===== src/hw/rtl/mmcs_pkg.sv =====
// Shared types and constants for the min-max contrast stretch block.
package mmcs_pkg;

    // Input item kinds, carried on s_tuser
    localparam logic [1:0] MODE_START   = 2'd0;
    localparam logic [1:0] MODE_MEASURE = 2'd1;
    localparam logic [1:0] MODE_SCALE   = 2'd2;

    // Quotient width and the step counter that walks it
    localparam int QUOT_BITS = 8;
    localparam int CNT_BITS  = 3;

    // Full-scale register reset value
    localparam logic [7:0] FULL_SCALE_RST = 8'd100;

    typedef enum logic [2:0] {
        ST_IDLE,
        ST_SETUP,
        ST_MUL,
        ST_DIV,
        ST_DONE
    } state_t;

    // Controller to datapath commands
    typedef struct packed {
        logic accept;    // input word taken this cycle
        logic setup;     // form offset, span and range flags
        logic mul;       // form product, load shifted divisor
        logic div_step;  // one restoring divide step
        logic load_out;  // move result into the output register
    } cmd_t;

    // Datapath to controller status
    typedef struct packed {
        logic out_free;  // output register empty or draining this cycle
    } sts_t;

endpackage


===== src/hw/rtl/mmcs_ctrl.sv =====
// Controller state machine for the min-max contrast stretch block.
module mmcs_ctrl (
    input  logic             aclk,
    input  logic             aresetn,
    input  logic             s_tvalid,
    input  logic [1:0]       s_mode,
    output logic             s_tready,
    input  mmcs_pkg::sts_t   sts,
    output mmcs_pkg::cmd_t   cmd
);
    import mmcs_pkg::*;

    state_t               state_reg, state_next;
    logic [CNT_BITS-1:0]  cnt_reg, cnt_next;

    // State and step counter registers
    always_ff @(posedge aclk) begin
        if (!aresetn) begin
            state_reg <= ST_IDLE;
            cnt_reg   <= '0;
        end else begin
            state_reg <= state_next;
            cnt_reg   <= cnt_next;
        end
    end

    // Next state
    always_comb begin
        state_next = state_reg;
        cnt_next   = cnt_reg;
        case (state_reg)
            ST_IDLE: begin
                if (s_tvalid && s_mode == MODE_SCALE) begin
                    state_next = ST_SETUP;
                end
            end
            ST_SETUP: begin
                state_next = ST_MUL;
            end
            ST_MUL: begin
                cnt_next   = '0;
                state_next = ST_DIV;
            end
            ST_DIV: begin
                cnt_next = cnt_reg + 1'b1;
                if (cnt_reg == CNT_BITS'(QUOT_BITS - 1)) begin
                    state_next = ST_DONE;
                end
            end
            ST_DONE: begin
                if (sts.out_free) begin
                    state_next = ST_IDLE;
                end
            end
            default: begin
                state_next = ST_IDLE;
            end
        endcase
    end

    // Outputs
    always_comb begin
        cmd      = '0;
        s_tready = 1'b0;
        case (state_reg)
            ST_IDLE: begin
                s_tready   = 1'b1;
                cmd.accept = s_tvalid;
            end
            ST_SETUP: begin
                cmd.setup = 1'b1;
            end
            ST_MUL: begin
                cmd.mul = 1'b1;
            end
            ST_DIV: begin
                cmd.div_step = 1'b1;
            end
            ST_DONE: begin
                cmd.load_out = sts.out_free;
            end
            default: begin
                cmd = '0;
            end
        endcase
    end

endmodule


===== src/hw/rtl/mmcs_dp.sv =====
// Datapath: min/max tracking, offset multiply, restoring divider, output register.
module mmcs_dp #(
    parameter int PIXEL_BITS = 16
) (
    input  logic                   aclk,
    input  logic                   aresetn,
    input  logic [1:0]             s_mode,
    input  logic [PIXEL_BITS-1:0]  s_pixel,
    input  logic                   cfg_wr_en,
    input  logic [7:0]             cfg_wr_data,
    input  mmcs_pkg::cmd_t         cmd,
    output mmcs_pkg::sts_t         sts,
    output logic                   m_tvalid,
    input  logic                   m_tready,
    output logic [7:0]             m_scaled,
    output logic                   m_clipped,
    output logic                   m_flat
);
    import mmcs_pkg::*;

    localparam int DW = PIXEL_BITS + 1;      // offset and span width
    localparam int PW = PIXEL_BITS + 9;      // product width

    logic signed [PIXEL_BITS-1:0] low_reg, high_reg, x_reg;
    logic signed [PIXEL_BITS-1:0] pix;
    logic [7:0]                   fs_reg;
    logic [DW-1:0]                num_reg, den_reg;
    logic                         flat_reg, below_reg, above_reg;
    logic [PW-1:0]                rem_reg, dsh_reg;
    logic [QUOT_BITS-1:0]         quot_reg;
    logic                         tvalid_reg;
    logic [7:0]                   scaled_reg;
    logic                         clipped_reg, flat_out_reg;
    logic                         ge;
    logic [PW-1:0]                prod;

    assign pix = signed'(s_pixel);
    assign ge  = (rem_reg >= dsh_reg);
    assign prod = PW'(num_reg) * PW'(fs_reg);

    // Full-scale register
    always_ff @(posedge aclk) begin
        if (!aresetn) begin
            fs_reg <= FULL_SCALE_RST;
        end else if (cfg_wr_en) begin
            fs_reg <= cfg_wr_data;
        end
    end

    // Running min and max, captured pixel
    always_ff @(posedge aclk) begin
        if (!aresetn) begin
            low_reg  <= '0;
            high_reg <= '0;
        end else if (cmd.accept) begin
            case (s_mode)
                MODE_START: begin
                    low_reg  <= pix;
                    high_reg <= pix;
                end
                MODE_MEASURE: begin
                    if (pix < low_reg)  low_reg  <= pix;
                    if (pix > high_reg) high_reg <= pix;
                end
                default: begin
                end
            endcase
        end
    end

    always_ff @(posedge aclk) begin
        if (cmd.accept) begin
            x_reg <= pix;
        end
    end

    // Offset, span and range flags
    always_ff @(posedge aclk) begin
        if (cmd.setup) begin
            num_reg   <= {x_reg[PIXEL_BITS-1], x_reg} - {low_reg[PIXEL_BITS-1], low_reg};
            den_reg   <= {high_reg[PIXEL_BITS-1], high_reg} - {low_reg[PIXEL_BITS-1], low_reg};
            flat_reg  <= !(high_reg > low_reg);
            below_reg <= (x_reg < low_reg);
            above_reg <= (x_reg > high_reg);
        end
    end

    // Product, then one quotient bit per step with the divisor shifted down
    always_ff @(posedge aclk) begin
        if (cmd.mul) begin
            rem_reg  <= prod;
            dsh_reg  <= PW'(den_reg) << (QUOT_BITS - 1);
            quot_reg <= '0;
        end else if (cmd.div_step) begin
            if (ge) rem_reg <= rem_reg - dsh_reg;
            dsh_reg  <= dsh_reg >> 1;
            quot_reg <= {quot_reg[QUOT_BITS-2:0], ge};
        end
    end

    // Output register
    always_ff @(posedge aclk) begin
        if (!aresetn) begin
            tvalid_reg <= 1'b0;
        end else if (cmd.load_out) begin
            tvalid_reg <= 1'b1;
        end else if (m_tready) begin
            tvalid_reg <= 1'b0;
        end
    end

    always_ff @(posedge aclk) begin
        if (cmd.load_out) begin
            flat_out_reg <= flat_reg;
            clipped_reg  <= !flat_reg && (below_reg || above_reg);
            if (flat_reg || below_reg) begin
                scaled_reg <= '0;
            end else if (above_reg) begin
                scaled_reg <= fs_reg;
            end else begin
                scaled_reg <= quot_reg;
            end
        end
    end

    assign sts.out_free = !tvalid_reg || m_tready;
    assign m_tvalid     = tvalid_reg;
    assign m_scaled     = scaled_reg;
    assign m_clipped    = clipped_reg;
    assign m_flat       = flat_out_reg;

endmodule


===== src/hw/rtl/min_max_contrast_stretch_top.sv =====
// Top level of the min-max contrast stretch block.
//
// The host streams a frame twice on the s_ channel. s_tuser carries the item
// kind: start (restarts min and max at the pixel), measure (folds the pixel
// into the running min and max) or scale. s_tdata carries the signed pixel.
// Start and measure words give no result; each scale word gives one result
// word on the m_ channel: m_tdata is floor((x-min)*full_scale/(max-min)),
// saturated to 0..full_scale, with clipped and flat_range flags in m_tuser.
// full_scale is written through cfg_wr_en/cfg_wr_data; the user must do so only
// while idle, as the block does not enforce it. Start and measure words are
// taken back to back while idle. A scale word passes through a setup step, a
// multiply step and eight restoring divide steps, one quotient bit per cycle,
// then the output load; s_tready is low from acceptance until that load, so no
// new word is taken before the previous scale word's result is loaded.
// The result sits in an output register; when the receiver stalls, the next
// start or measure word is still taken, and a scale word finishes and waits
// in its final state until the register drains.
// Synchronous active-low reset clears min and max to 0, full_scale to 100
// and drops m_tvalid.
module min_max_contrast_stretch_top #(
    parameter int PIXEL_BITS = 16
) (
    input  logic                                  aclk,
    input  logic                                  aresetn,
    input  logic                                  s_tvalid,
    output logic                                  s_tready,
    input  logic [((PIXEL_BITS + 7) / 8) * 8-1:0] s_tdata,  // [PIXEL_BITS-1:0] pixel
    input  logic [1:0]                            s_tuser,  // [1:0] mode
    output logic                                  m_tvalid,
    input  logic                                  m_tready,
    output logic [7:0]                            m_tdata,  // [7:0] scaled
    output logic [1:0]                            m_tuser,  // [0] clipped, [1] flat_range
    input  logic                                  cfg_wr_en,
    input  logic [7:0]                            cfg_wr_data
);
    import mmcs_pkg::*;

    cmd_t cmd;
    sts_t sts;

    mmcs_ctrl u_ctrl (
        .aclk     (aclk),
        .aresetn  (aresetn),
        .s_tvalid (s_tvalid),
        .s_mode   (s_tuser),
        .s_tready (s_tready),
        .sts      (sts),
        .cmd      (cmd)
    );

    mmcs_dp #(
        .PIXEL_BITS (PIXEL_BITS)
    ) u_dp (
        .aclk        (aclk),
        .aresetn     (aresetn),
        .s_mode      (s_tuser),
        .s_pixel     (s_tdata[PIXEL_BITS-1:0]),
        .cfg_wr_en   (cfg_wr_en),
        .cfg_wr_data (cfg_wr_data),
        .cmd         (cmd),
        .sts         (sts),
        .m_tvalid    (m_tvalid),
        .m_tready    (m_tready),
        .m_scaled    (m_tdata),
        .m_clipped   (m_tuser[0]),
        .m_flat      (m_tuser[1])
    );

endmodule

===== config.mk =====
export PLATFORM = sky130hd
export DESIGN_NAME = min_max_contrast_stretch_top
export DESIGN_NICKNAME = d
export VERILOG_FILES = /design/src/hw/rtl/mmcs_pkg.sv /design/src/hw/rtl/mmcs_ctrl.sv /design/src/hw/rtl/mmcs_dp.sv /design/src/hw/rtl/min_max_contrast_stretch_top.sv
export SDC_FILE = /design/constraint.sdc
export NUM_CORES = 1
export LEC_CHECK = 0
export ABC_AREA = 1
export BUFFER_PORTS_ARGS = -buffer_cell sky130_fd_sc_hd__buf_2
export CAP_MARGIN = 20
export CORE_MARGIN = 10
export CORE_UTILIZATION = 38
export DETAILED_ROUTE_END_ITERATION = 6
export HOLD_SLACK_MARGIN = 0.03
export MAX_ROUTING_LAYER = met4
export SYNTH_ARGS = -nofsm -noshare
export SYNTH_HDL_FRONTEND = slang
export SYNTH_SLANG_ARGS = --single-unit

===== constraint.sdc =====
create_clock -name aclk -period 4.5 [get_ports aclk]
set_clock_uncertainty 0.05 [all_clocks]
set_input_delay 0.45 -clock aclk [delete_from_list [all_inputs] [get_ports aclk]]
set_output_delay 0.45 -clock aclk [all_outputs]
set_load 0.05 [all_outputs]

---- Word-level counts from Yosys, hierarchy flattened ----
Cells that the tools add are included.
word-level totals
  register bits after elaboration ......... 167
  bits in latches ......................... 0
  bits in writable memories ............... 0
  ROM bits ................................ 0
  input port bits ......................... 31
  memories kept ........................... 0
cells by class
  add/sub/neg operators ................... 4
  $mul .................................... 1
  divide/modulo/power cells ............... 0
  $lt $le $gt $ge ......................... 6
  eq/ne operators ......................... 12
  shift operators ......................... 0
  mux-type cells .......................... 23
  bitwise gates (word level) .............. 0
  reductions and logical operators ........ 19
operators with widths
  cell                                                              count
  25-bit 2-to-1 mux                                                 3
  16-bit one-hot mux with 2 select lines                            2
  16-bit > comparator                                               3
  24-bit 2-to-1 mux                                                 2
  16-bit by 16-bit subtractor with 17-bit output                    2
  16-bit less-than comparator                                       2
  16-bit 2-to-1 mux                                                 2
  25-bit by 24-bit greater-or-equal comparator with 1-bit output    1
  17-bit by 8-bit multiplier with 25-bit output                     1
  25-bit by 24-bit subtractor with 25-bit output                    1
  3-bit one-hot mux with 5 select lines                             1
  2-bit by 1-bit != test with 1-bit output (second input constant)  5
  2-bit nonzero test                                                5
  3-bit 2-to-1 mux                                                  3
  3-bit AND reduction                                               3
  1-bit 2-to-1 mux                                                  8
  8-bit 2-to-1 mux                                                  1
  3-bit by 2-bit == test with 1-bit output (second input constant)  2
  3-bit == test (second input constant)                             2
  3-bit one-hot mux with 2 select lines                             1
  3-bit by 1-bit adder with 3-bit output (second input constant)    1
  3-bit by 1-bit == test with 1-bit output (second input constant)  1
  1-bit logical NOT                                                 3
  3-bit logical NOT                                                 1
  6 further kinds                                                   9

---- Depth between registers and ports, before layout ----
Gate-level depths: netlist of run 1.
  depth in word-level cells ............... 4
  gate-level depth with buffers ........... 23
  gate-level depth less buffers ........... 22

---- Modules after synthesis ----
A second synthesis of run 1 with hierarchy kept.
second synthesis, totals
  cell total of the unflattened synthesis .. 1988
  area, all modules ....................... 15253.4 µm²
by module, submodules not included
  module     times used  cells an instance  area an instance (µm²)  sequential area each (µm²)
  mmcs_dp    1           1942               14930.6                 4274.1
  mmcs_ctrl  1           46                 322.8                   120.1

---- Least setup slack after synthesis of run 1 ----
OpenSTA, ideal clock, no wires.
  kind .................................... reg-to-reg
  from .................................... reg u_dp.fs_reg[7]
  to ...................................... reg u_dp.rem_reg[14], data pin
  library setup time ...................... 0.258 ns
  data arrival time ....................... 4.376 ns
  data required time ...................... 4.192 ns
  path slack .............................. -0.184 ns
  stages on the path, launching flop included .. 20
  period minus slack after synthesis ...... 4.684 ns
  cell sequence ........................... dfxtp_1 -> clkbuf_1 -> clkbuf_1 -> nand2_1 -> fa_1 -> fa_1 -> inv_1 -> fa_1 -> inv_1 -> fa_1 -> inv_1 -> ha_1 -> nand2_1 -> o21ai_1 -> nor2_1 -> o21ai_2 -> a21oi_1 -> or2_0 -> nand2_1 -> nand2_1
between the ends
  word-level cells in the longest chain between the ends .. 2
ends and longest elaborated chain
  what                                           RTL line       text
  start, declared                                mmcs_dp.sv:26  logic [7:0] fs_reg;
  start signal, assigned                         mmcs_dp.sv:46  fs_reg <= cfg_wr_data;
  17-bit by 8-bit multiplier with 25-bit output  mmcs_dp.sv:39  assign prod = PW'(num_reg) * PW'(fs_reg);
  25-bit 2-to-1 mux                              mmcs_dp.sv:90  if (cmd.mul) begin
  end signal, assigned                           mmcs_dp.sv:91  rem_reg <= prod;
  end signal, assigned                           mmcs_dp.sv:95  if (ge) rem_reg <= rem_reg - dsh_reg;
  end, declared                                  mmcs_dp.sv:29  logic [PW-1:0] rem_reg, dsh_reg;
Every way passes these cells.
A chain may end at the register's enable or synchronous reset.

---- Worst setup path in the final report of run 1 ----
  from .................................... reg u_dp.num_reg[3]
  to ...................................... reg u_dp.rem_reg[14], data pin
between the ends
  word-level cells in the longest chain between the ends .. 2
ends and longest elaborated chain
  what                                           RTL line       text
  start, declared                                mmcs_dp.sv:27  logic [DW-1:0] num_reg, den_reg;
  start signal, assigned                         mmcs_dp.sv:80  num_reg <= {x_reg[PIXEL_BITS-1], x_reg} - {low_reg[PIXEL_BITS-1], low_reg};
  17-bit by 8-bit multiplier with 25-bit output  mmcs_dp.sv:39
  25-bit 2-to-1 mux                              mmcs_dp.sv:90
Every way passes these cells.

==> run_results.csv, run 1 <==
group,metric,value,unit
floorplanning,core_area,39500,µm²
outcome,status,"finished, final reports clean",
route,ant_nets,0,
floorplanning,start_util,38.2,%
power,p_sw,6210,µW
sta,fmax,0.225,GHz
finish,drive_gt1_share,16.9,%
worst_hold_path,worstHoldPathType,"in2reg",
grt,grt.overflow.total,0,
synth,dominantRegCellSynth,"edfxtp_1",
grt,grt_pass1_wl,66300,µm
finish,syn_to_final_growth,19.2,%
route,dr.pass1.iters,5,
cts,numCtsBuffers,17,
grt,grt_max_degree,65,
sta,setup_viol,0,
run,max-cap-violations,0,
finish,fill_cells,3874,
power,intPower,7090,µW
synth,yosysWarnings,0,
floorplanning,ioPinCount,43,
placement,numPortBuffers,42,
cts,path_clk_slew,0.07,ns
route,wirelength,41400,µm
worst_setup_path,critPathLaunchType,"register",
synth,synth-async-reset-ratio,0,%
floorplanning,die_area,48200,µm²
power,comb_power_share,71.3,%
synth,synth_top_cell_by_area,"edfxtp_1",
sta,finalMaxSlewViolations,0,
synth,synthCells,1972,
synth,syn-cell-area,15100,µm²
synth,avgSynthCellArea,7.67,µm²
floorplanning,row_count,73,
sta,hold_viol,0,
synth,synthDominantCellAreaShare,20.8,%
route,num_vias,13035,
grt,grt.total_usage,17.8,%
sta,whs,0.167,ns
sta,worst_slack,0.0581,ns
sta,worst_pin_slew,0.791,ns
power,peakVddDrop,596,µV
finish,largest_reg_flops,25,
cts,cts_buffer_depth,2,
synth,synth_edf_count,105,
sta,setup_tns,0,ns
finish,diodes,0,
placement,globalplace.congestion,0.949,
sta,fin_crit,4.44,ns
finish,nets,2378,
cts,htreeDepth,4,
synth,synth.area.top_cells,"edfxtp_1 (21%), ha_1 (13%), fa_1 (12%)",
worst_setup_path,critPathCaptureType,"register",
worst_setup_path,crit_fanout,5,
sta,max-slew-margin-rel,47.1,%
route,via_per_inst,4.94,
synth,ys_seq_area_share,29.1,%
cts,cts_root_buffer,"clkbuf_16",
cts,clkSinkCount,167,
grt,antenna_found_initial,0,
synth,syn_nets,2248,
cts,cts_hold_buffers,0,
placement,preCtsSetupSlack,-0.339,ns
floorplanning,die_y,219,µm
synth,ys_types,52,
route,wl_per_cell,15.7,µm
route,drt_iter0_markers,718,
power,p_sw_share,46.7,%
sta,timing.final.crit_share,98.7,%
worst_setup_path,crit_arrival,4.58,ns
grt,grt_pass1_vias,12890,
power,power.density,737,nW/µm²
cts,insertion_delay,0.44,ns
floorplanning,die_w,219,µm
cts,cts_tree,"yes",
sta,rsz0062_at_grt,"yes",
power,seqPwrFrac,17.0,%
route,post-route-drc-count,0,
synth,yosys_register_bits,167,
placement,place_hpwl,33200,µm
power,p_clk_share,11.7,%
worst_setup_path,criticalPathCategory,"reg2reg",
worst_setup_path,worstPathRequired,4.64,ns
power,p_leak,0.00898,µW
==> placed cells by master, fill, tap and decap left out, types with 6 or more instances in the layout <==
cell / instances
nand4_1: 12
nor2_2: 9
inv_1: 376
o21ai_1: 18
nor2_1: 136
o21ai_0: 91
ha_4: 14
a21o_1: 9
nand2_2: 21
a21oi_1: 148
nor2_4: 8
o21ai_2: 11
xnor2_1: 12
inv_2: 21
buf_6: 18
fa_2: 6
fa_1: 87
nor3_1: 15
clkbuf_16: 17
nand3_1: 83
nand3_2: 6
buf_4: 116
edfxtp_1: 105
nand2_1: 407
dfxtp_1: 56
a21oi_2: 17
buf_2: 42
xor2_1: 27
nand2_4: 8
ha_1: 138
dfxtp_4: 6
==> repair_timing <==
action                                  in CTS  in global routing
gates resized for setup                     57                129
endpoints found under the setup margin      18                 17
setup buffers                                6                 31
pin swaps                                   13                105
cloned                                       0                  0
==> metrics by stage <==
| step | std cells | util, % | power [µW] | instance area, µm² |
|---|---|---|---|---|
| floorplan | 1972 | - | 6790 | 15100 |
| global placement | 2570 | 41.5 | 9320 | 16400 |
| detailed placement | 2570 | 41.5 | 9380 | 16400 |
| CTS | 2608 | 43.8 | 11700 | 17300 |
| global route | 2640 | 45.6 | 14400 | 18000 |
| finish | 2640 | 45.6 | 13300 | 18000 |
==> final timing paths <==
kind | startpoint | end | slack (ns) | depth (start not counted)
setup reg to reg | u_dp.num_reg[3] | u_dp.rem_reg[14] | 0.06 | 19
hold reg to reg | u_ctrl.cnt_reg[0] | u_ctrl.cnt_reg[0] | 0.42 | 1
setup / recovery | u_dp.num_reg[3] | u_dp.rem_reg[14] | 0.06 | 19
hold / removal | s_tdata[0] | u_dp.x_reg[0] | 0.17 | 1
==> cells in the mapped netlist, types with 3 or more instances <==
cell and instances:
nand2_1 437, inv_1 392, a21oi_1 164, ha_1 152, nor2_1 148, o21ai_0 107, edfxtp_1 105, fa_1 93
nand3_1 88, dfxtp_1 62, clkbuf_1 30, xor2_1 27, nor3_1 16, buf_1 15, nand4_1 12, xnor2_1 12
o21ai_1 10, a21o_1 9, buf_6 7, clkbuf_2 7, o21ai_2 7, buf_2 6, a21oi_2 5, inv_2 5
nor4_1 5, o21a_1 5, o21bai_1 5, a211oi_1 4, a31oi_1 4, nand3b_1 4, nor2_2 3
==> worst max-delay path: stages (launching register included) <==
cell and delay [ns]:
edfxtp_1 0.56, buf_6 0.20, nand2_2 0.05, inv_2 0.03, fa_2 0.35, fa_1 0.50, inv_1 0.05, fa_1 0.47
fa_1 0.53, inv_2 0.05, ha_4 0.30, buf_6 0.11, nand2_4 0.07, o21ai_4 0.19, nor2_4 0.09, o21ai_4 0.17
a21oi_1 0.11, or2_0 0.20, nand2_1 0.06, nand2_1 0.05
==> kinds of logic after synthesis <==
logic type               after synthesis  synth area share, %
XOR/XNOR                              39                 2.26
buffers and inverters                466                 12.1
flip-flops                           167                 29.1
adder cells (fa/ha/maj)              245                 24.9
AND/OR/NAND/NOR                      724                 19.6
AO/OA/AOI/OAI                        331                 12.0
==> per-layer routing <==
| layer | vias up | GRT usage (%) | share of wire, % |
|---|---|---|---|
| met5 | - | - | 0 |
| met3 | 66 | 2.41 | 3.9 |
| met2 | 294 | 29.7 | 49 |
| met1 | 6146 | 21.8 | 44 |
| li1 | 6529 | - | - |
| met4 | 0 | 5.86 | 2.9 |
==> power by group through the flow <==
stage                     Combinational, µW  Sequential [µW]  Clock [µW]
after global routing                  10500             2290        1650
after CTS                              7820             2260        1590
final                                  9480             2260        1560
after global placement                 7030             2290           0
after floorplan                        4600             2190           0
after detailed placement               7090             2300           0
==> area by class of cell <==
type / instances / area [µm²] / area share [%]
flip-flops and latches: 167 / 4420 / 24.5
multi-input cells: 1339 / 9500 / 52.7
clock buffers: 17 / 425 / 2.36
repair buffers: 179 / 1350 / 7.49
inverters: 398 / 1490 / 8.28
well taps: 525 / 657 / 3.64
clock inverters: 15 / 191 / 1.06
No activity file was read; power rests on OpenSTA's default activity.
==> inputs of run 2 (changes only) <==
--- a/config.mk
+++ b/config.mk
@@ -5,14 +5,14 @@
 export SDC_FILE = /design/constraint.sdc
 export NUM_CORES = 1
 export LEC_CHECK = 0
-export ABC_AREA = 1
 export BUFFER_PORTS_ARGS = -buffer_cell sky130_fd_sc_hd__buf_2
 export CAP_MARGIN = 20
 export CORE_MARGIN = 10
-export CORE_UTILIZATION = 38
+export CORE_UTILIZATION = 50
 export DETAILED_ROUTE_END_ITERATION = 6
 export HOLD_SLACK_MARGIN = 0.03
 export MAX_ROUTING_LAYER = met4
+export PLACE_DENSITY = 0.69
 export SYNTH_ARGS = -nofsm -noshare
 export SYNTH_HDL_FRONTEND = slang
 export SYNTH_SLANG_ARGS = --single-unit
==> run 2 against run 1 <==
Net effect: the flow now finishes with violations (setup timing); sequential cell count unchanged; clock power about the same; sequential share of layout area grew 1.4 points; synthesized area shrank 4.0%; critical path depth down 2; global-route usage is 3.8 points higher; cell area fell by 5.4%; hold slack gained 0.016 ns.
==> run_results.csv, run 2 <==
group,metric,value,unit
sta,fin_crit,4.77,ns
worst_setup_path,crit_fanout,7,
grt,grt_max_degree,63,
worst_hold_path,hold_depth,1,
worst_hold_path,min-delay-start,"s_tdata[0]",
power,p_leak,0.00740,µW
worst_setup_path,timing.rr.start,"u_dp.num_reg[6]",
finish,final_common_cell,"inv_1",
floorplanning,start_util,50.6,%
finish,nets,1930,
route,wirelength,37100,µm
route,post-route-drc-count,0,
synth,yosysWarnings,0,
power,p_clk_share,18.0,%
power,power.density,514,nW/µm²
floorplanning,row_count,62,
synth,yosysMostFrequentCell,"inv_1",
synth,synthCells,1520,
power,p_sw_share,40.3,%
power,comb_power_share,59.6,%
outcome,failed_checks,"setup timing",
placement,place_hpwl,29100,µm
worst_setup_path,rr_worst_depth,17,
floorplanning,die_w,190,µm
run,max-cap-violations,0,
outcome,status,"finished with violations",
power,peakVddDrop,346,µV
power,p_total,8770,µW
synth,yosys_register_bits,167,
power,p_sw,3530,µW
finish,syn_to_final_growth,17.5,%
sta,hold_viol,0,
cts,cts_tree,"yes",
worst_setup_path,rrSetupSlack,-0.27,ns
worst_setup_path,critPathCaptureType,"register",
synth,dominantRegCellSynth,"edfxtp_1",
power,seqPwrFrac,22.4,%
worst_setup_path,criticalPathCategory,"reg2reg",
floorplanning,ioPinCount,43,
sta,rsz0062_at_grt,"yes",
cts,insertion_delay,0.45,ns
finish,fill_cells,2467,
route,via_per_inst,5.45,
route,wl_per_cell,18.1,µm
cts,path_clk_slew,0.08,ns
route,dr.pass1.iters,5,
cts,htreeDepth,4,
grt,grt.overflow.total,0,
cts,cts_root_buffer,"clkbuf_16",
finish,largest_reg_flops,25,
sta,fmax,0.210,GHz
finish,finish.utilization,59.4,%
sta,worst_slack,-0.270,ns
route,ant_nets,0,
synth,synth_edf_count,105,
route,drt_iter0_markers,580,
sta,worst_pin_slew,0.854,ns
cts,numCtsBuffers,17,
synth,ys_types,69,
floorplanning,die_area,36200,µm²
sta,setup_viol,13,
grt,grt.total_usage,21.5,%
synth,synth_top_cell_by_area,"edfxtp_1",
sta,timing.final.crit_share,106,%
floorplanning,core_area,28700,µm²
finish,mostFrequentLayoutCells,"inv_1 (179), ha_1 (140), nand2_1 (116)",
sta,finalMaxSlewViolations,0,
placement,globalplace.congestion,0.946,
power,intPower,5240,µW
synth,synth-async-reset-ratio,0,%
placement,numPortBuffers,42,
cts,cts_buffer_depth,2,
worst_setup_path,crit_arrival,4.91,ns
cts,clkSinkCount,167,
grt,antenna_found_initial,0,
worst_setup_path,worstPathRequired,4.64,ns
synth,avgSynthCellArea,9.55,µm²
worst_hold_path,worstHoldPathType,"in2reg",
route,num_vias,11189,
grt,grt_pass1_wl,60900,µm
synth,syn_nets,1796,
sta,max-slew-margin-rel,43.1,%
synth,synth.area.top_cells,"edfxtp_1 (22%), ha_1 (13%), fa_1 (13%)",
placement,dp.cells,1999,
synth,synthDominantCellAreaShare,21.7,%
worst_setup_path,critPathLaunchType,"register",
synth,ys_seq_area_share,30.3,%
worst_setup_path,r2r-end,"u_dp.rem_reg[22]",
finish,drive_gt1_share,17.9,%
synth,synth_commonest_cells,"inv_1 (190), ha_1 (152), and2_1 (119)",
cts,cts_hold_buffers,0,
worst_hold_path,min_to,"u_dp.x_reg[0]",
synth,syn-cell-area,14500,µm²
finish,fin_cells,2052,
grt,grt_pass1_vias,11706,
floorplanning,die_y,190,µm
## run 2: worst max-delay path by stage
stage               startpoint          endpoint  cells past startpoint
2_1_floorplan  u_dp.num_reg[3]  u_dp.rem_reg[18]                     16
3_3_place_gp   u_dp.num_reg[1]  u_dp.rem_reg[18]                     16
3_5_place_dp   u_dp.num_reg[5]  u_dp.rem_reg[17]                     16
4_1_cts        u_dp.num_reg[2]  u_dp.rem_reg[22]                     17
5_1_grt        u_dp.num_reg[4]  u_dp.rem_reg[17]                     15
6_report       u_dp.num_reg[6]  u_dp.rem_reg[22]                     17
## run 2: repair_timing
item                       CTS  global route
resized for setup           23            61
setup endpoints to repair   15            15
pin swaps                   30            78
setup buffers                9            13
## run 2: cell type report
cell class	instances	area [µm²]	share of cell area (%)
timing repair buffer	161	1230	7.22
multi-input combinational	1117	9590	56.2
antenna	1	2.50	0.0147
inverter	190	713	4.18
sequential	167	4420	25.9
clock inverter	13	186	1.09
clock buffer	19	433	2.54
tap	384	480	2.82
## run 2: critical path, stage by stage (launching register included)
cell and delay, ns:
edfxtp_1 0.48, and2_4 0.19, fa_1 0.57, fa_1 0.44, fa_1 0.49, inv_1 0.05, fa_1 0.49, inv_2 0.05
ha_4 0.20, o21a_1 0.17, o211ai_1 0.19, a21oi_2 0.07, a221oi_4 0.32, buf_6 0.17, a2111oi_4 0.07, a311oi_2 0.27
xor2_1 0.17, mux2i_1 0.08
## run 2: cell families after synthesis
group / Yosys count / synth area share (%)
XOR/XNOR: 64 / 3.86
adder cells (fa/ha/maj): 245 / 25.9
buffers and inverters: 236 / 6.30
AO/OA/AOI/OAI: 264 / 12.0
AND/OR/NAND/NOR: 474 / 16.8
flip-flops: 167 / 30.3
multiplexers: 70 / 4.84
## run 2: power by group through the flow
stage / Combinational (µW) / Clock (µW) / Sequential [µW]
after CTS: 4890 / 1600 / 1960
after global placement: 4650 / 0 / 1990
after global routing: 5810 / 1660 / 1980
final: 5220 / 1580 / 1970
after detailed placement: 4720 / 0 / 2000
after floorplan: 3090 / 0 / 1940
## run 2: layer usage
layer / up-vias / routed length, µm / global-route usage (%)
met3: 42 / 1260 / 2.93
met1: 5510 / 16000 / 25.8
met2: 210 / 19300 / 37.9
met5: - / 0 / -
met4: 0 / 480 / 4.72
li1: 5427 / - / -
## run 2: per-stage QoR
step | setup slack [ns] | hold slack (ns) | setup TNS (ns) | instance area [µm²]
floorplan | -0.107 | 0.365 | -0.107 | 14700
global placement | -0.248 | 0.392 | -2.65 | 15900
detailed placement | -0.351 | 0.401 | -3.49 | 15900
CTS | -0.272 | 0.170 | -2.82 | 16700
global route | -0.463 | 0.182 | -4.54 | 17000
finish | -0.270 | 0.183 | -2.03 | 17100
==> inputs of run 3 (changes only) <==
--- a/config.mk
+++ b/config.mk
@@ -11,7 +11,6 @@
 export CORE_UTILIZATION = 50
 export DETAILED_ROUTE_END_ITERATION = 6
 export HOLD_SLACK_MARGIN = 0.03
-export MAX_ROUTING_LAYER = met4
 export PLACE_DENSITY = 0.69
 export SYNTH_ARGS = -nofsm -noshare
 export SYNTH_HDL_FRONTEND = slang
==> run 3 against run 2 <==
Net effect: the flow still finishes with violations (setup timing); non-clock buffer count shrank 7; cell count decreased by 0.39%; first-iteration DRC count is 3.3% higher; total power down 3.8%; utilization fell by 0.79 points; largest cell class unchanged; highest routed layer unchanged.
==> run_results.csv, run 3 (synthesis gave the netlist of run 2 again) <==
group,metric,value,unit
route,post-route-drc-count,0,
floorplanning,die_area,36200,µm²
cts,cts_root_buffer,"clkbuf_16",
cts,path_clk_slew,0.08,ns
worst_setup_path,critPathCaptureType,"register",
route,num_vias,11141,
power,power.density,502,nW/µm²
route,via_per_inst,5.45,
cts,insertion_delay,0.45,ns
route,dr.pass1.iters,5,
sta,fmax,0.211,GHz
finish,diodes,0,
worst_setup_path,crit_top_cell,"fa_1",
sta,rsz0062_at_grt,"yes",
grt,antenna_found_initial,1,
worst_hold_path,hold_depth,3,
route,ant_nets,0,
floorplanning,ioPinCount,43,
floorplanning,core_area,28700,µm²
cts,clkSinkCount,167,
sta,worst_pin_slew,0.872,ns
worst_setup_path,crit_fanout,7,
cts,cts_tree,"yes",
worst_hold_path,min_to,"u_dp.fs_reg[6]",
finish,drive_gt1_share,16.4,%
placement,numPortBuffers,42,
power,p_total,8440,µW
floorplanning,die_y,190,µm
sta,max-slew-margin-rel,41.9,%
finish,fill_cells,2528,
worst_setup_path,rrSetupSlack,-0.25,ns
worst_setup_path,crit_slowest_cell,"fa_1",
cts,numCtsBuffers,17,
worst_setup_path,rr_worst_depth,17,
grt,grt_pass1_vias,11686,
run,max-cap-violations,0,
outcome,failed_checks,"setup timing",
worst_setup_path,path_buf_inv,3,
worst_hold_path,worstHoldPathType,"in2reg",
sta,setup_viol,14,
floorplanning,row_count,62,
worst_hold_path,min-delay-start,"cfg_wr_data[6]",
sta,worst_slack,-0.251,ns
worst_setup_path,crit_arrival,4.89,ns
route,wirelength,36300,µm
cts,cts_hold_buffers,0,
grt,grt_pass1_wl,59700,µm
floorplanning,die_w,190,µm
finish,final_common_cell,"inv_1",
power,p_leak,0.00732,µW
worst_setup_path,r2r-end,"u_dp.rem_reg[22]",
worst_setup_path,critPathLaunchType,"register",
finish,largest_reg_flops,25,
cts,htreeDepth,4,
route,drt_iter0_markers,599,
worst_setup_path,path_cells,"and2_4 > fa_1 > fa_1 > fa_1 > inv_2 > fa_1 > inv_2 > ha_4 > o21a_1 > o211ai_1 > a21oi_2 > a221oi_4 > buf_6 > a2111oi_4 > a311oi_2 > xor2_1 > mux2i_1",
sta,whs,0.176,ns
finish,nets,1923,
grt,grt.overflow.total,0,
sta,finalMaxSlewViolations,0,
finish,mostFrequentLayoutCells,"inv_1 (182), ha_1 (143), nand2_1 (115)",
worst_setup_path,critPathMaxStageDelay,0.54,ns
grt,grt_max_degree,63,
worst_setup_path,cpLargestDelayFamily,"adder cells",
placement,globalplace.congestion,0.922,
sta,timing.final.crit_share,106,%
placement,place_hpwl,28700,µm
worst_setup_path,criticalPathCategory,"reg2reg",
sta,hold_viol,0,
placement,preCtsSetupSlack,-0.323,ns
grt,grt.total_usage,20.5,%
floorplanning,start_util,50.6,%
outcome,status,"finished with violations",
power,peakVddDrop,346,µV
worst_setup_path,timing.rr.start,"u_dp.num_reg[3]",
route,wl_per_cell,17.7,µm
worst_setup_path,worstPathRequired,4.64,ns
finish,syn_to_final_growth,15.9,%
cts,cts_buffer_depth,2,
sta,fin_crit,4.75,ns
-- run 3: cell types whose count changed in the layout (fill, tap and decap cells not counted), sizes merged --
| cell | change |
|---|---|
| buf | -7 |
| bufinv | -3 |
| inv | +3 |
| clkbuf | -1 |
| clkinv | +1 |
| diode | -1 |
-- run 3: repair_timing --
item | 4_1_cts | 5_1_grt
endpoints found under the setup margin | 14 | 16
buffers inserted | 5 | 4
pin swaps | 24 | 26
resized for setup | 23 | 29
-- run 3: worst register-to-register path: stages (launching register included) --
cell and delay (ns):
edfxtp_1 0.51, and2_4 0.22, fa_1 0.53, fa_1 0.44, fa_1 0.51, inv_2 0.05, fa_1 0.55, inv_2 0.05
ha_4 0.23, o21a_1 0.10, o211ai_1 0.18, a21oi_2 0.07, a221oi_4 0.33, buf_6 0.16, a2111oi_4 0.07, a311oi_2 0.22
xor2_1 0.16, mux2i_1 0.08
-- run 3: how the worst max path moves through the flow --
stage / slack [ns] / from / cells past startpoint / endpoint
after floorplan: -0.11 / u_dp.num_reg[3] / 16 / u_dp.rem_reg[18]
after detailed placement: -0.32 / u_dp.num_reg[8] / 15 / u_dp.rem_reg[17]
after global routing: -0.43 / u_dp.num_reg[3] / 17 / u_dp.rem_reg[22]
after global placement: -0.29 / u_dp.num_reg[8] / 15 / u_dp.rem_reg[17]
final: -0.25 / u_dp.num_reg[3] / 17 / u_dp.rem_reg[22]
after CTS: -0.26 / u_dp.num_reg[3] / 17 / u_dp.rem_reg[22]
-- run 3: layout make-up --
class	instances	area (µm²)	share of cell area, %
Clock inverter	14	131	0.781
Sequential cell	167	4420	26.2
Timing Repair Buffer	154	1140	6.80
Clock buffer	18	450	2.68
Tap cell	384	480	2.86
Multi-Input combinational cell	1117	9490	56.4
Inverter	190	713	4.24
-- run 3: layer usage --
layer	GRT usage [%]	wire length, µm
met5	0	0
met4	6.06	796
met3	3.09	1280
met2	36.6	18400
met1	24.9	15800
-- run 3: where the power goes --
part	total (µW)	switching, µW	internal [µW]
logic	5000	2630	2380
clock network	1470	706	765
registers	1970	116	1850
total	8440	3450	4990
-- run 3: metrics by stage --
stage	cells	util, %	area [µm²]	setup TNS [ns]
floorplan	1520	-	14700	-0.107
global placement	2001	55.5	15900	-2.61
detailed placement	2002	55.6	16000	-2.78
CTS	2039	58.1	16700	-2.40
global route	2044	58.6	16800	-5.07
finish	2044	58.6	16800	-2.61
